### src/sv/swqt_pkg.sv
// Shared constants, types and codes of the sliding-window quantile tracker.
`timescale 1ns / 1ps
`default_nettype none
package swqt_pkg;

    localparam int WINDOW_MAX  = 2048;
    localparam int ADDR_W      = $clog2(WINDOW_MAX);
    localparam int CNT_W       = ADDR_W + 1;
    localparam int SAMPLE_W    = 32;
    localparam int PCT_W       = 7;
    localparam int CFG_DATA_W  = 12;
    localparam int CFG_INDEX_W = 3;
    localparam int PROD_W      = PCT_W + ADDR_W;

    localparam logic [PCT_W-1:0] PCT_MAX = 7'd100;

    // floor(x / 100) == (x * RECIP) >> RECIP_SHIFT for every x below 2^PROD_W
    localparam int RECIP_SHIFT = 25;
    localparam int RECIP_W     = 19;
    localparam logic [RECIP_W-1:0] RECIP = 19'd335545;

    localparam logic [CNT_W-1:0] WINDOW_MAX_CNT = CNT_W'(WINDOW_MAX);

    localparam logic [CFG_DATA_W-1:0] WINDOW_LENGTH_RST = 12'd2048;
    localparam logic [CFG_DATA_W-1:0] WARMUP_LENGTH_RST = 12'd250;
    localparam logic [PCT_W-1:0]      LOW_PERCENT_RST   = 7'd15;
    localparam logic [PCT_W-1:0]      MID_PERCENT_RST   = 7'd50;
    localparam logic [PCT_W-1:0]      HIGH_PERCENT_RST  = 7'd85;

    typedef enum logic [CFG_INDEX_W-1:0] {
        CFG_WINDOW_LENGTH = 3'd0,
        CFG_WARMUP_LENGTH = 3'd1,
        CFG_LOW_PERCENT   = 3'd2,
        CFG_MID_PERCENT   = 3'd3,
        CFG_HIGH_PERCENT  = 3'd4
    } cfg_index_t;

    // Which of the three order statistics is being picked
    typedef enum logic [1:0] {
        PICK_LOW  = 2'd0,
        PICK_MID  = 2'd1,
        PICK_HIGH = 2'd2
    } pick_t;

    // Effective settings after clamping
    typedef struct packed {
        logic [CNT_W-1:0] cap;
        logic             cap_full;
        logic [CNT_W-1:0] warm;
        logic [PCT_W-1:0] low_pct;
        logic [PCT_W-1:0] mid_pct;
        logic [PCT_W-1:0] high_pct;
    } cfg_t;

    typedef enum logic [10:0] {
        ST_IDLE  = 11'b000_0000_0001,
        ST_RRD   = 11'b000_0000_0010,
        ST_RWAIT = 11'b000_0000_0100,
        ST_DEL   = 11'b000_0000_1000,
        ST_INIT  = 11'b000_0001_0000,
        ST_INS   = 11'b000_0010_0000,
        ST_PK0   = 11'b000_0100_0000,
        ST_PK1   = 11'b000_1000_0000,
        ST_PK2   = 11'b001_0000_0000,
        ST_PK3   = 11'b010_0000_0000,
        ST_OUT   = 11'b100_0000_0000
    } state_t;

endpackage
`default_nettype wire

### src/sv/swqt_rank.sv
// Two-stage rank unit: floor(percent * (n - 1) / 100) by reciprocal multiply.
`timescale 1ns / 1ps
`default_nettype none
module swqt_rank (
    input  wire logic                         clk,
    input  wire logic [swqt_pkg::PCT_W-1:0]   pct,
    input  wire logic [swqt_pkg::ADDR_W-1:0]  last_index,
    output logic      [swqt_pkg::ADDR_W-1:0]  rank
);
    import swqt_pkg::*;

    logic [PROD_W-1:0]          prod_reg;
    logic [PROD_W+RECIP_W-1:0]  scaled;

    assign scaled = (PROD_W+RECIP_W)'(prod_reg) * (PROD_W+RECIP_W)'(RECIP);

    always_ff @(posedge clk)
    begin
        prod_reg <= PROD_W'(pct) * PROD_W'(last_index);
        rank     <= scaled[RECIP_SHIFT +: ADDR_W];
    end

endmodule
`default_nettype wire

### config.mk
export PLATFORM = sky130hd
export DESIGN_NAME = swqt_rank
export DESIGN_NICKNAME = d
export VERILOG_FILES = /design/src/sv/swqt_pkg.sv /design/src/sv/swqt_rank.sv
export SDC_FILE = /design/constraint.sdc
export NUM_CORES = 1
export LEC_CHECK = 0
export BUFFER_PORTS_ARGS = -buffer_cell sky130_fd_sc_hd__buf_2
export CELL_PAD_IN_SITES_DETAIL_PLACEMENT = 1
export CELL_PAD_IN_SITES_GLOBAL_PLACEMENT = 2
export CORE_ASPECT_RATIO = 1.25
export CORE_MARGIN = 2
export CORE_UTILIZATION = 43
export DETAILED_ROUTE_END_ITERATION = 7
export GPL_ROUTABILITY_DRIVEN = 0
export PLACE_DENSITY = 0.92
export SKIP_CTS_REPAIR_TIMING = 1
export SLEW_MARGIN = 20
export SYNTH_ARGS = -nofsm -noshare
export SYNTH_HDL_FRONTEND = slang
export SYNTH_SLANG_ARGS = --single-unit
### constraint.sdc
create_clock -name clk -period 6.19 [get_ports clk]
set_clock_uncertainty 0.1 [all_clocks]
set_input_delay 0 -clock clk [delete_from_list [all_inputs] [get_ports clk]]
set_output_delay 0 -clock clk [all_outputs]
set_load 0.01 [all_outputs]
==> summary.txt <==
Critical path
  – CP Data Arrival Time: 5.88 ns
  – Flop2flop setup slack: 0.42 ns
  – CP Data Required Time: 6.30 ns
  – Kind of critical path: flop to flop
  – Critical Path Fanout Max: 8
  – Worst Setup End Kind: flop
  – Critical Path Source Type: flop

STA
  – Slew margin rel.: 0.659
  – Hold Violations, Final: 1
  – Hold WS: -0.00444 ns
  – Final setup fails: 0
  – Tcrit/Tclk final: 0.933
  – Final setup TNS: 0 ns
  – Min cycle time layout: 5.77 ns
  – Actual slew at the worst max-slew pin: 0.508 ns
  – RSZ-0062 raised after global routing: no
  – Max Clock Freq: 173 MHz
  – Fin. max-slew vios: 0

Route
  – Met2 wire len: 11200 microns
  – Uppermost layer routed: met4
  – Wire per inst: 17.4 microns
  – M1 wire length: 7720 microns
  – Via/cell ratio: 5.03
  – Final wirelength: 20500 microns
  – Vias: 5903
  – Initial drt markers: 127
  – Met3 Wirelength: 486 microns
  – Number of remaining DRC errors: 0
  – DR pass1 iterations: 4
  – DRT antenna net count: 0

Global route
  – GR Overflow Total: 0
  – First-pass GRT wire length: 34800 microns
  – GRT Resource Usage Total: 0.217
  – Vias in the first global route: 7068
  – Initial antenna violation count: 0
  – Largest net degree at the start of global routing: 12

Placement
  – HPWL after DPL: 18500 microns
  – IO buf count: 29

Floorplanning
  – Die Ht: 161 microns
  – Site Rows: 57
  – Core Box Area: 19400 sq um
  – Ports: 30
  – Die W: 130 microns
  – Starting density of the core: 0.438
  – Die footprint: 20900 sq um

Clock tree
  – Clock Pin Slew Worst Setup and Hold Paths: 0.05 ns
  – CTS tree: yes
  – CTS Buffer Depth: 2
  – Clk sink count: 29
  – CTS Buf Count: 5
  – H-Tree Level Count: 2
  – Worst skew pair latency: 0.28 ns
  – Clock Tree Root: clkbuf_16

Synthesis
  – Ys flop type: dfxtp_1
  – Async set-reset flop share out of synthesis: 0
  – Synth warnings: 0
  – Distinct cells, synth: 40
  – Mapped Area: 8500 sq um
  – Syn Nets: 1242
  – Mean post-synth cell area: 9.70 sq um
  – Mapped Cells: 877
  – FF+latch count, synth: 29
  – Sequential cell area fraction in the yosys report: 0.0683
  – Post-synth EDFFs: 0

Layout
  – Area grow syn2layout: 7.14%
  – Max FFs per register: 18
  – Layout cell share with drive strength beyond 1: 0.0495
  – Fillcell total: 2279
  – Ant diodes: 0
  – Fin nets: 1273

Run
  – Max cap viols: 0

Outcome
  – Failing checks: hold timing
  – Run status: finished, violations left

Hold path
  – Hold Path Class: primary input to flop
## cell usage in the layout, fill, tap and decap left out, types with 2 or more instances in the layout
master     count
or2_2          3
a21o_1        12
xor2_1         8
nand3_1        9
and4_1         2
and2_1        26
nand2b_1       7
dfxtp_1       29
clkbuf_16      5
nand3b_1       2
a2111oi_0      2
xnor2_1       19
o211ai_1       2
a211oi_1       2
nand2_1       68
inv_1        252
a31oi_1        3
nand4_1        3
buf_2         29
nor2_1         9
o21ai_0       10
a41oi_1        2
fa_1         160
a21oi_1       22
ha_1         186
clkinv_2       2
a21oi_2        2
nor3_1         9
nor2b_1        2
and3_1         5
o21bai_1       3
## cell type report
cell class | instances | area, sq um | area share
clock inverter | 2 | 10.0 | 0.00110
sequential | 29 | 581 | 0.0637
timing repair buffer | 31 | 163 | 0.0179
multi-input combinational | 589 | 6950 | 0.763
tap | 265 | 332 | 0.0364
inverter | 252 | 946 | 0.104
clock buffer | 6 | 129 | 0.0141
## synth_stat cells, types with 2 or more instances
| master | instances | area share |
|---|---|---|
| a2111oi_0 | 2 | 0.0021 |
| a211oi_1 | 2 | 0.0018 |
| a21o_1 | 12 | 0.011 |
| a21oi_1 | 22 | 0.013 |
| a21oi_2 | 2 | 0.0021 |
| a31oi_1 | 3 | 0.0022 |
| a41oi_1 | 2 | 0.0021 |
| and2_1 | 26 | 0.019 |
| and3_1 | 5 | 0.0037 |
| and4_1 | 2 | 0.0021 |
| clkbuf_1 | 7 | 0.0031 |
| dfxtp_1 | 29 | 0.068 |
| fa_1 | 160 | 0.38 |
| ha_1 | 186 | 0.27 |
| inv_1 | 252 | 0.11 |
| nand2_1 | 68 | 0.030 |
| nand2b_1 | 7 | 0.0051 |
| nand3_1 | 9 | 0.0053 |
| nand3b_1 | 2 | 0.0018 |
| nand4_1 | 3 | 0.0022 |
| nor2_1 | 9 | 0.0040 |
| nor2b_1 | 2 | 0.0015 |
| nor3_1 | 9 | 0.0053 |
| o211ai_1 | 2 | 0.0018 |
| o21ai_0 | 10 | 0.0059 |
| o21bai_1 | 3 | 0.0026 |
| or2_2 | 3 | 0.0022 |
| xnor2_1 | 19 | 0.020 |
| xor2_1 | 8 | 0.0082 |
## critical path, stage by stage (launching register included)
cell and delay (ns):
dfxtp_1 0.43, fa_1 0.64, inv_1 0.08, fa_1 0.49, inv_1 0.06, fa_1 0.50
fa_1 0.53, fa_1 0.54, inv_1 0.05, fa_1 0.55, inv_1 0.05, ha_1 0.32
a21oi_1 0.12, o21ai_0 0.10, a21oi_1 0.15, nand3_1 0.17, o21ai_2 0.22, nand3_1 0.13
a2111o_1 0.38, o211ai_1 0.09
## metal layers
layer / track usage / vias to the layer above
met3: 0.0202 / 53
met5: 0 / -
met2: 0.409 / 93
li1: - / 2754
met1: 0.240 / 3003
met4: 0.104 / 0
## final timing paths
kind | from | end | cells after the start
setup reg to reg | prod_reg[16]$_DFF_P_ | rank[10]$_DFF_P_ | 19
hold reg to reg | prod_reg[17]$_DFF_P_ | rank[10]$_DFF_P_ | 5
setup / recovery | prod_reg[16]$_DFF_P_ | rank[10]$_DFF_P_ | 19
hold / removal | pct[0] | prod_reg[0]$_DFF_P_ | 2
## through the flow
step / cell area, sq um / setup WS, ns / std cells / utilization
after detailed placement: 8960 / 0.422 / 1165 / 0.462
after floorplan: 8500 / 0.832 / 877 / -
after global routing: 9110 / 0.129 / 1174 / 0.470
final: 9110 / 0.416 / 1174 / 0.470
after global placement: 8960 / 0.558 / 1165 / 0.462
after CTS: 9100 / 0.390 / 1173 / 0.469
## logic make-up after synthesis
family / synth area share
compound gates: 0.0546
xor+xnor: 0.0278
fa+ha+maj: 0.650
buf+inv: 0.114
flops: 0.0683
simple gates: 0.0847
Power is not shown: default switching activity piles up to over one toggle a cycle in this logic, so the estimate is an artifact.
