==> src/sv/swqt_pkg.sv <==
// Shared constants, types and codes of the sliding-window quantile tracker.
`timescale 1ns / 1ps
`default_nettype none
package swqt_pkg;

    localparam int WINDOW_MAX  = 2048;
    localparam int ADDR_W      = $clog2(WINDOW_MAX);
    localparam int CNT_W       = ADDR_W + 1;
    localparam int SAMPLE_W    = 32;
    localparam int PCT_W       = 7;
    localparam int CFG_DATA_W  = 12;
    localparam int CFG_INDEX_W = 3;
    localparam int PROD_W      = PCT_W + ADDR_W;

    localparam logic [PCT_W-1:0] PCT_MAX = 7'd100;

    // floor(x / 100) == (x * RECIP) >> RECIP_SHIFT for every x below 2^PROD_W
    localparam int RECIP_SHIFT = 25;
    localparam int RECIP_W     = 19;
    localparam logic [RECIP_W-1:0] RECIP = 19'd335545;

    localparam logic [CNT_W-1:0] WINDOW_MAX_CNT = CNT_W'(WINDOW_MAX);

    localparam logic [CFG_DATA_W-1:0] WINDOW_LENGTH_RST = 12'd2048;
    localparam logic [CFG_DATA_W-1:0] WARMUP_LENGTH_RST = 12'd250;
    localparam logic [PCT_W-1:0]      LOW_PERCENT_RST   = 7'd15;
    localparam logic [PCT_W-1:0]      MID_PERCENT_RST   = 7'd50;
    localparam logic [PCT_W-1:0]      HIGH_PERCENT_RST  = 7'd85;

    typedef enum logic [CFG_INDEX_W-1:0] {
        CFG_WINDOW_LENGTH = 3'd0,
        CFG_WARMUP_LENGTH = 3'd1,
        CFG_LOW_PERCENT   = 3'd2,
        CFG_MID_PERCENT   = 3'd3,
        CFG_HIGH_PERCENT  = 3'd4
    } cfg_index_t;

    // Which of the three order statistics is being picked
    typedef enum logic [1:0] {
        PICK_LOW  = 2'd0,
        PICK_MID  = 2'd1,
        PICK_HIGH = 2'd2
    } pick_t;

    // Effective settings after clamping
    typedef struct packed {
        logic [CNT_W-1:0] cap;
        logic             cap_full;
        logic [CNT_W-1:0] warm;
        logic [PCT_W-1:0] low_pct;
        logic [PCT_W-1:0] mid_pct;
        logic [PCT_W-1:0] high_pct;
    } cfg_t;

    typedef enum logic [10:0] {
        ST_IDLE  = 11'b000_0000_0001,
        ST_RRD   = 11'b000_0000_0010,
        ST_RWAIT = 11'b000_0000_0100,
        ST_DEL   = 11'b000_0000_1000,
        ST_INIT  = 11'b000_0001_0000,
        ST_INS   = 11'b000_0010_0000,
        ST_PK0   = 11'b000_0100_0000,
        ST_PK1   = 11'b000_1000_0000,
        ST_PK2   = 11'b001_0000_0000,
        ST_PK3   = 11'b010_0000_0000,
        ST_OUT   = 11'b100_0000_0000
    } state_t;

endpackage
`default_nettype wire

==> src/sv/swqt_cfg.sv <==
// Configuration registers of the quantile tracker, with range clamping.
`timescale 1ns / 1ps
`default_nettype none
module swqt_cfg (
    input  wire logic                              clk,
    input  wire logic                              rst_n,
    input  wire logic                              cfg_valid,
    output logic                                   cfg_ready,
    input  wire logic [swqt_pkg::CFG_INDEX_W-1:0]  cfg_index,
    input  wire logic [swqt_pkg::CFG_DATA_W-1:0]   cfg_data,
    output swqt_pkg::cfg_t                         cfg
);
    import swqt_pkg::*;

    logic [CFG_DATA_W-1:0] window_length_reg;
    logic [CFG_DATA_W-1:0] warmup_length_reg;
    logic [PCT_W-1:0]      low_percent_reg;
    logic [PCT_W-1:0]      mid_percent_reg;
    logic [PCT_W-1:0]      high_percent_reg;
    logic [CNT_W-1:0]      cap;

    assign cfg_ready = 1'b1;

    always_ff @(posedge clk or negedge rst_n)
    begin
        if (!rst_n)
        begin
            window_length_reg <= WINDOW_LENGTH_RST;
            warmup_length_reg <= WARMUP_LENGTH_RST;
            low_percent_reg   <= LOW_PERCENT_RST;
            mid_percent_reg   <= MID_PERCENT_RST;
            high_percent_reg  <= HIGH_PERCENT_RST;
        end
        else if (cfg_valid)
        begin
            case (cfg_index)
                CFG_WINDOW_LENGTH: window_length_reg <= cfg_data;
                CFG_WARMUP_LENGTH: warmup_length_reg <= cfg_data;
                CFG_LOW_PERCENT:   low_percent_reg   <= cfg_data[PCT_W-1:0];
                CFG_MID_PERCENT:   mid_percent_reg   <= cfg_data[PCT_W-1:0];
                CFG_HIGH_PERCENT:  high_percent_reg  <= cfg_data[PCT_W-1:0];
                default:           ;
            endcase
        end
    end

    function automatic logic [PCT_W-1:0] sat_pct(input logic [PCT_W-1:0] p);
        return (p > PCT_MAX) ? PCT_MAX : p;
    endfunction

    always_comb
    begin
        // window of zero or one holds one sample; saturate at the memory depth
        if (window_length_reg == '0)
        begin
            cap = CNT_W'(1);
        end
        else if (CNT_W'(window_length_reg) > WINDOW_MAX_CNT)
        begin
            cap = WINDOW_MAX_CNT;
        end
        else
        begin
            cap = CNT_W'(window_length_reg);
        end
        cfg.cap      = cap;
        cfg.cap_full = (cap == WINDOW_MAX_CNT);
        cfg.warm     = (CNT_W'(warmup_length_reg) > cap) ? cap : CNT_W'(warmup_length_reg);
        cfg.low_pct  = sat_pct(low_percent_reg);
        cfg.mid_pct  = sat_pct(mid_percent_reg);
        cfg.high_pct = sat_pct(high_percent_reg);
    end

endmodule
`default_nettype wire

==> config.mk <==
export PLATFORM = sky130hd
export DESIGN_NAME = swqt_cfg
export DESIGN_NICKNAME = d
export VERILOG_FILES = /design/src/sv/swqt_pkg.sv /design/src/sv/swqt_cfg.sv
export SDC_FILE = /design/constraint.sdc
export NUM_CORES = 1
export LEC_CHECK = 0
export ABC_CLOCK_PERIOD_IN_PS = 3350
export BUFFER_PORTS_ARGS = -buffer_cell sky130_fd_sc_hd__clkbuf_2
export CAP_MARGIN = 20
export CORE_MARGIN = 2
export CORE_UTILIZATION = 45
export DETAILED_ROUTE_END_ITERATION = 16
export GPL_TIMING_DRIVEN = 0
export HOLD_SLACK_MARGIN = 0.15
export PLACE_DENSITY = 0.8
export SLEW_MARGIN = 20
export SYNTH_ARGS = -nofsm -noshare
export SYNTH_HDL_FRONTEND = slang
export SYNTH_SLANG_ARGS = --single-unit
export TNS_END_PERCENT = 30
==> constraint.sdc <==
create_clock -name clk -period 3.35 [get_ports clk]
set_clock_uncertainty 0.05 [all_clocks]
set_input_delay 0.335 -clock clk [delete_from_list [all_inputs] [get_ports clk]]
set_output_delay 0.335 -clock clk [all_outputs]
set_load 0.05 [all_outputs]
==> results.ini <==
[cts]
tritoncts = built
number_of_levels_the_h_tree_was_split_into = 2
clock_tree.buffer_depth = 2
cts_made_buffers = 5
clock_pin_slew_on_the_worst_setup_and_hold_paths_ns = 0.08
worstSkewPairLatency_ns = 0.28
clock_sink_count = 45
cts-root-buf = sky130_fd_sc_hd__clkbuf_8

[logic_synthesis]
synth-async-reset-ratio = 1.000
syn-instance-count = 209
synth_cell_type_count = 32
ys.warnings.count = 0
synth_nets = 239
synth_area_per_cell_um2 = 11.80
synth.yosys.seq_area_share = 0.4658
synth_enable_flop_cells = 0
ys_ff_latch = 45
synth-main-ff-cell = sky130_fd_sc_hd__dfrtp_1
post_synth_instance_area_um2 = 2466

[critical_path]
timing.reg2reg.setup_slack_ns = 2.23
timing.rr.start = window_length_reg[11]$_DFFE_PN1P_
timing.critical_path.required_ns = 2.96
crit_path_end_kind = output port
worst-endpoint-arrival_ns = 2.84
maximum_fanout_encountered_on_the_critical_timing_path = 6
cp-startpoint = window_length_reg[11]$_DFFE_PN1P_
path_class = reg2out
endpoint = cfg[22]
crit-reg2reg-capture = window_length_reg[11]$_DFFE_PN1P_
worstRegToRegCells = 2
worst_setup_path_start_kind = register

[timing]
slew-limit-headroom = 0.3735
final.min_clock_period_ns = 3.224
timing_hold_violations_final = 0
tns_ns = 0
worst_slew_pin_slew_ns = 0.9398
rsz0062_at_grt = true
report.final.slew_viol_count = 0
fmax_ghz = 0.3102
finalSetupViolCount = 0
fin_crit_sh = 0.9624

[floorplan]
core.rowCount = 26
initial_utilization = 0.4738
die-width_um = 78.03
core_um2 = 5205
die_y_um = 78.03
ioPinCount = 65
fp.dieArea_um2 = 6089

[outcome]
run_status = completed

[placement]
detailed_place.area_um2 = 2869
port_buffers = 63
gpl.final_weighted_congestion = 0.7613
detailedPlacementHpwl_um = 3792

[power]
vdd.ir_drop.worst_v = 0.0003948
power.density_cell_area_nw_per_um2 = 860.0
power.static_leakage_uw = 0.001456

[run]
maxCapViolCount = 0

[hold_path]
hold_path_class = in2async

[detailed_routing]
dr.pass1.iters = 4
drc = 0
avgRoutedWirePerCell_um = 14.24
dr_total_vias = 1780
number_of_violations_reported_at_the_end_of_detailed_routing_iteration_0 = 71
routed_via_density = 5.042
totalWireLength_um = 5026
route.antenna.remaining_nets = 0

[finish]
sequential_cell_area_um2 = 1149
multi_input_comb_area_um2 = 1215
diodes = 0
post-route-cell-area_um2 = 3009
area_growth_syn_to_layout_pct = 22.02
layout_common_cells = sky130_fd_sc_hd__clkbuf_2 (52), sky130_fd_sc_hd__mux2_2 (45), sky130_fd_sc_hd__dfrtp_1 (27)
final.fill_count = 471
layout-drive-gt1-share = 0.5618
layout.cells.most_common = sky130_fd_sc_hd__clkbuf_2
nNetsFinal = 312

[global_route]
grt_start_max_net_pins = 46
number_of_antenna_violations_at_the_first_check_in_global_routing = 0
global_route_wire_length_before_repair_um = 8231
grt-ovfl-total = 0
overall_routing_resource_usage = 0.1731
via_count_of_the_first_global_routing_pass = 1734

[critical path: stages, from the launching register on]
cell and delay (ns):
sky130_fd_sc_hd__dfstp_2 0.61, sky130_fd_sc_hd__clkinvlp_4 0.18, sky130_fd_sc_hd__nand2_1 0.12, sky130_fd_sc_hd__ha_1 0.16, sky130_fd_sc_hd__nor2b_1 0.13, sky130_fd_sc_hd__o211ai_1 0.10
sky130_fd_sc_hd__a211o_1 0.30, sky130_fd_sc_hd__a31oi_4 0.20, sky130_fd_sc_hd__buf_4 0.22, sky130_fd_sc_hd__mux2_4 0.31, sky130_fd_sc_hd__buf_2 0.21
[cell families after synthesis]
group | Yosys count | synth area share
flip-flops | 45 | 0.4658
AND/OR/NAND/NOR | 52 | 0.1177
AO/OA/AOI/OAI | 18 | 0.04262
multiplexers | 55 | 0.2664
buffers and inverters | 26 | 0.04516
adder cells (fa/ha/maj) | 12 | 0.06088
other | 1 | 0.001521
[through the flow]
step / total power [uW] / utilization / worst slack, ns / instances / hold WS [ns]
global placement: 2187 / 0.5512 / 0.1529 / 342 / 0.4474
detailed placement: 2216 / 0.5512 / 0.09727 / 342 / 0.4639
global route: 2734 / 0.5781 / -0.05358 / 353 / 0.1991
floorplan: 1930 / - / 0.2412 / 209 / -0.01059
CTS: 2574 / 0.5721 / 0.03606 / 350 / 0.2068
finish: 2588 / 0.5781 / 0.1260 / 353 / 0.1412
[synthesized netlist by cell type (2+ instances only)]
| cell type | n | area (um^2) |
|---|---|---|
| sky130_fd_sc_hd__clkbuf_1 | 10 | 37.54 |
| sky130_fd_sc_hd__dfstp_2 | 18 | 473.0 |
| sky130_fd_sc_hd__nand2_1 | 18 | 67.56 |
| sky130_fd_sc_hd__or2_2 | 3 | 18.77 |
| sky130_fd_sc_hd__a21oi_1 | 8 | 40.04 |
| sky130_fd_sc_hd__mux2_2 | 45 | 506.7 |
| sky130_fd_sc_hd__ha_1 | 12 | 150.1 |
| sky130_fd_sc_hd__buf_2 | 2 | 10.01 |
| sky130_fd_sc_hd__nor2_1 | 5 | 18.77 |
| sky130_fd_sc_hd__inv_1 | 12 | 45.04 |
| sky130_fd_sc_hd__dfrtp_1 | 27 | 675.7 |
| sky130_fd_sc_hd__nand4_1 | 3 | 18.77 |
| sky130_fd_sc_hd__nor2b_1 | 7 | 43.79 |
| sky130_fd_sc_hd__mux2_4 | 10 | 150.1 |
| sky130_fd_sc_hd__nor4_1 | 2 | 12.51 |
| sky130_fd_sc_hd__o21ai_0 | 6 | 30.03 |
| sky130_fd_sc_hd__and2_1 | 6 | 37.54 |
[worst min path at each step]
stage	start	to	slack [ns]
CTS	rst_n	mid_percent_reg[6]$_DFFE_PN0P_	0.21
floorplan	rst_n	high_percent_reg[1]$_DFFE_PN0P_	-0.01
global route	rst_n	high_percent_reg[3]$_DFFE_PN0P_	0.20
detailed placement	mid_percent_reg[0]$_DFFE_PN0P_	mid_percent_reg[0]$_DFFE_PN0P_	0.46
global placement	window_length_reg[0]$_DFFE_PN0P_	window_length_reg[0]$_DFFE_PN0P_	0.45
finish	rst_n	mid_percent_reg[6]$_DFFE_PN0P_	0.14
[power by group]
group | leakage (uW) | switching, uW | internal (uW)
combinational | 0.000888 | 969 | 475
clock | 0.0000542 | 165 | 186
sequential | 0.000513 | 92.9 | 699
total | 0.00146 | 1230 | 1360
[metal layers]
layer | wire length [um] | vias to the layer above | track usage
met4 | 106 | 0 | 0.06491
met1 | 2181 | 863 | 0.2223
met5 | 0 | - | 0
li1 | - | 868 | -
met2 | 2552 | 39 | 0.2914
met3 | 186 | 10 | 0.03333
[repair_timing]
item / in CTS / in global routing
pin swaps: 0 / 0
endpoints found under the setup margin: 12 / 10
gates resized for setup: 2 / 13
endpoints found under the hold margin: 0 / 0
hold buffers: 0 / 0
setup buffers: 0 / 2
cloned: 1 / 1
[layout make-up]
| cell class | instances | area share |
|---|---|---|
| Tap cell | 70 | 0.02911 |
| Clock inverter | 1 | 0.001663 |
| Clock buffer | 7 | 0.03202 |
| Inverter | 12 | 0.01622 |
| Multi-Input combinational cell | 138 | 0.4037 |
| Buffer | 13 | 0.02079 |
| Sequential cell | 45 | 0.3817 |
| Timing Repair Buffer | 66 | 0.1123 |
| Timing Repair inverter | 1 | 0.002495 |
(Power assumes the default switching activity.)
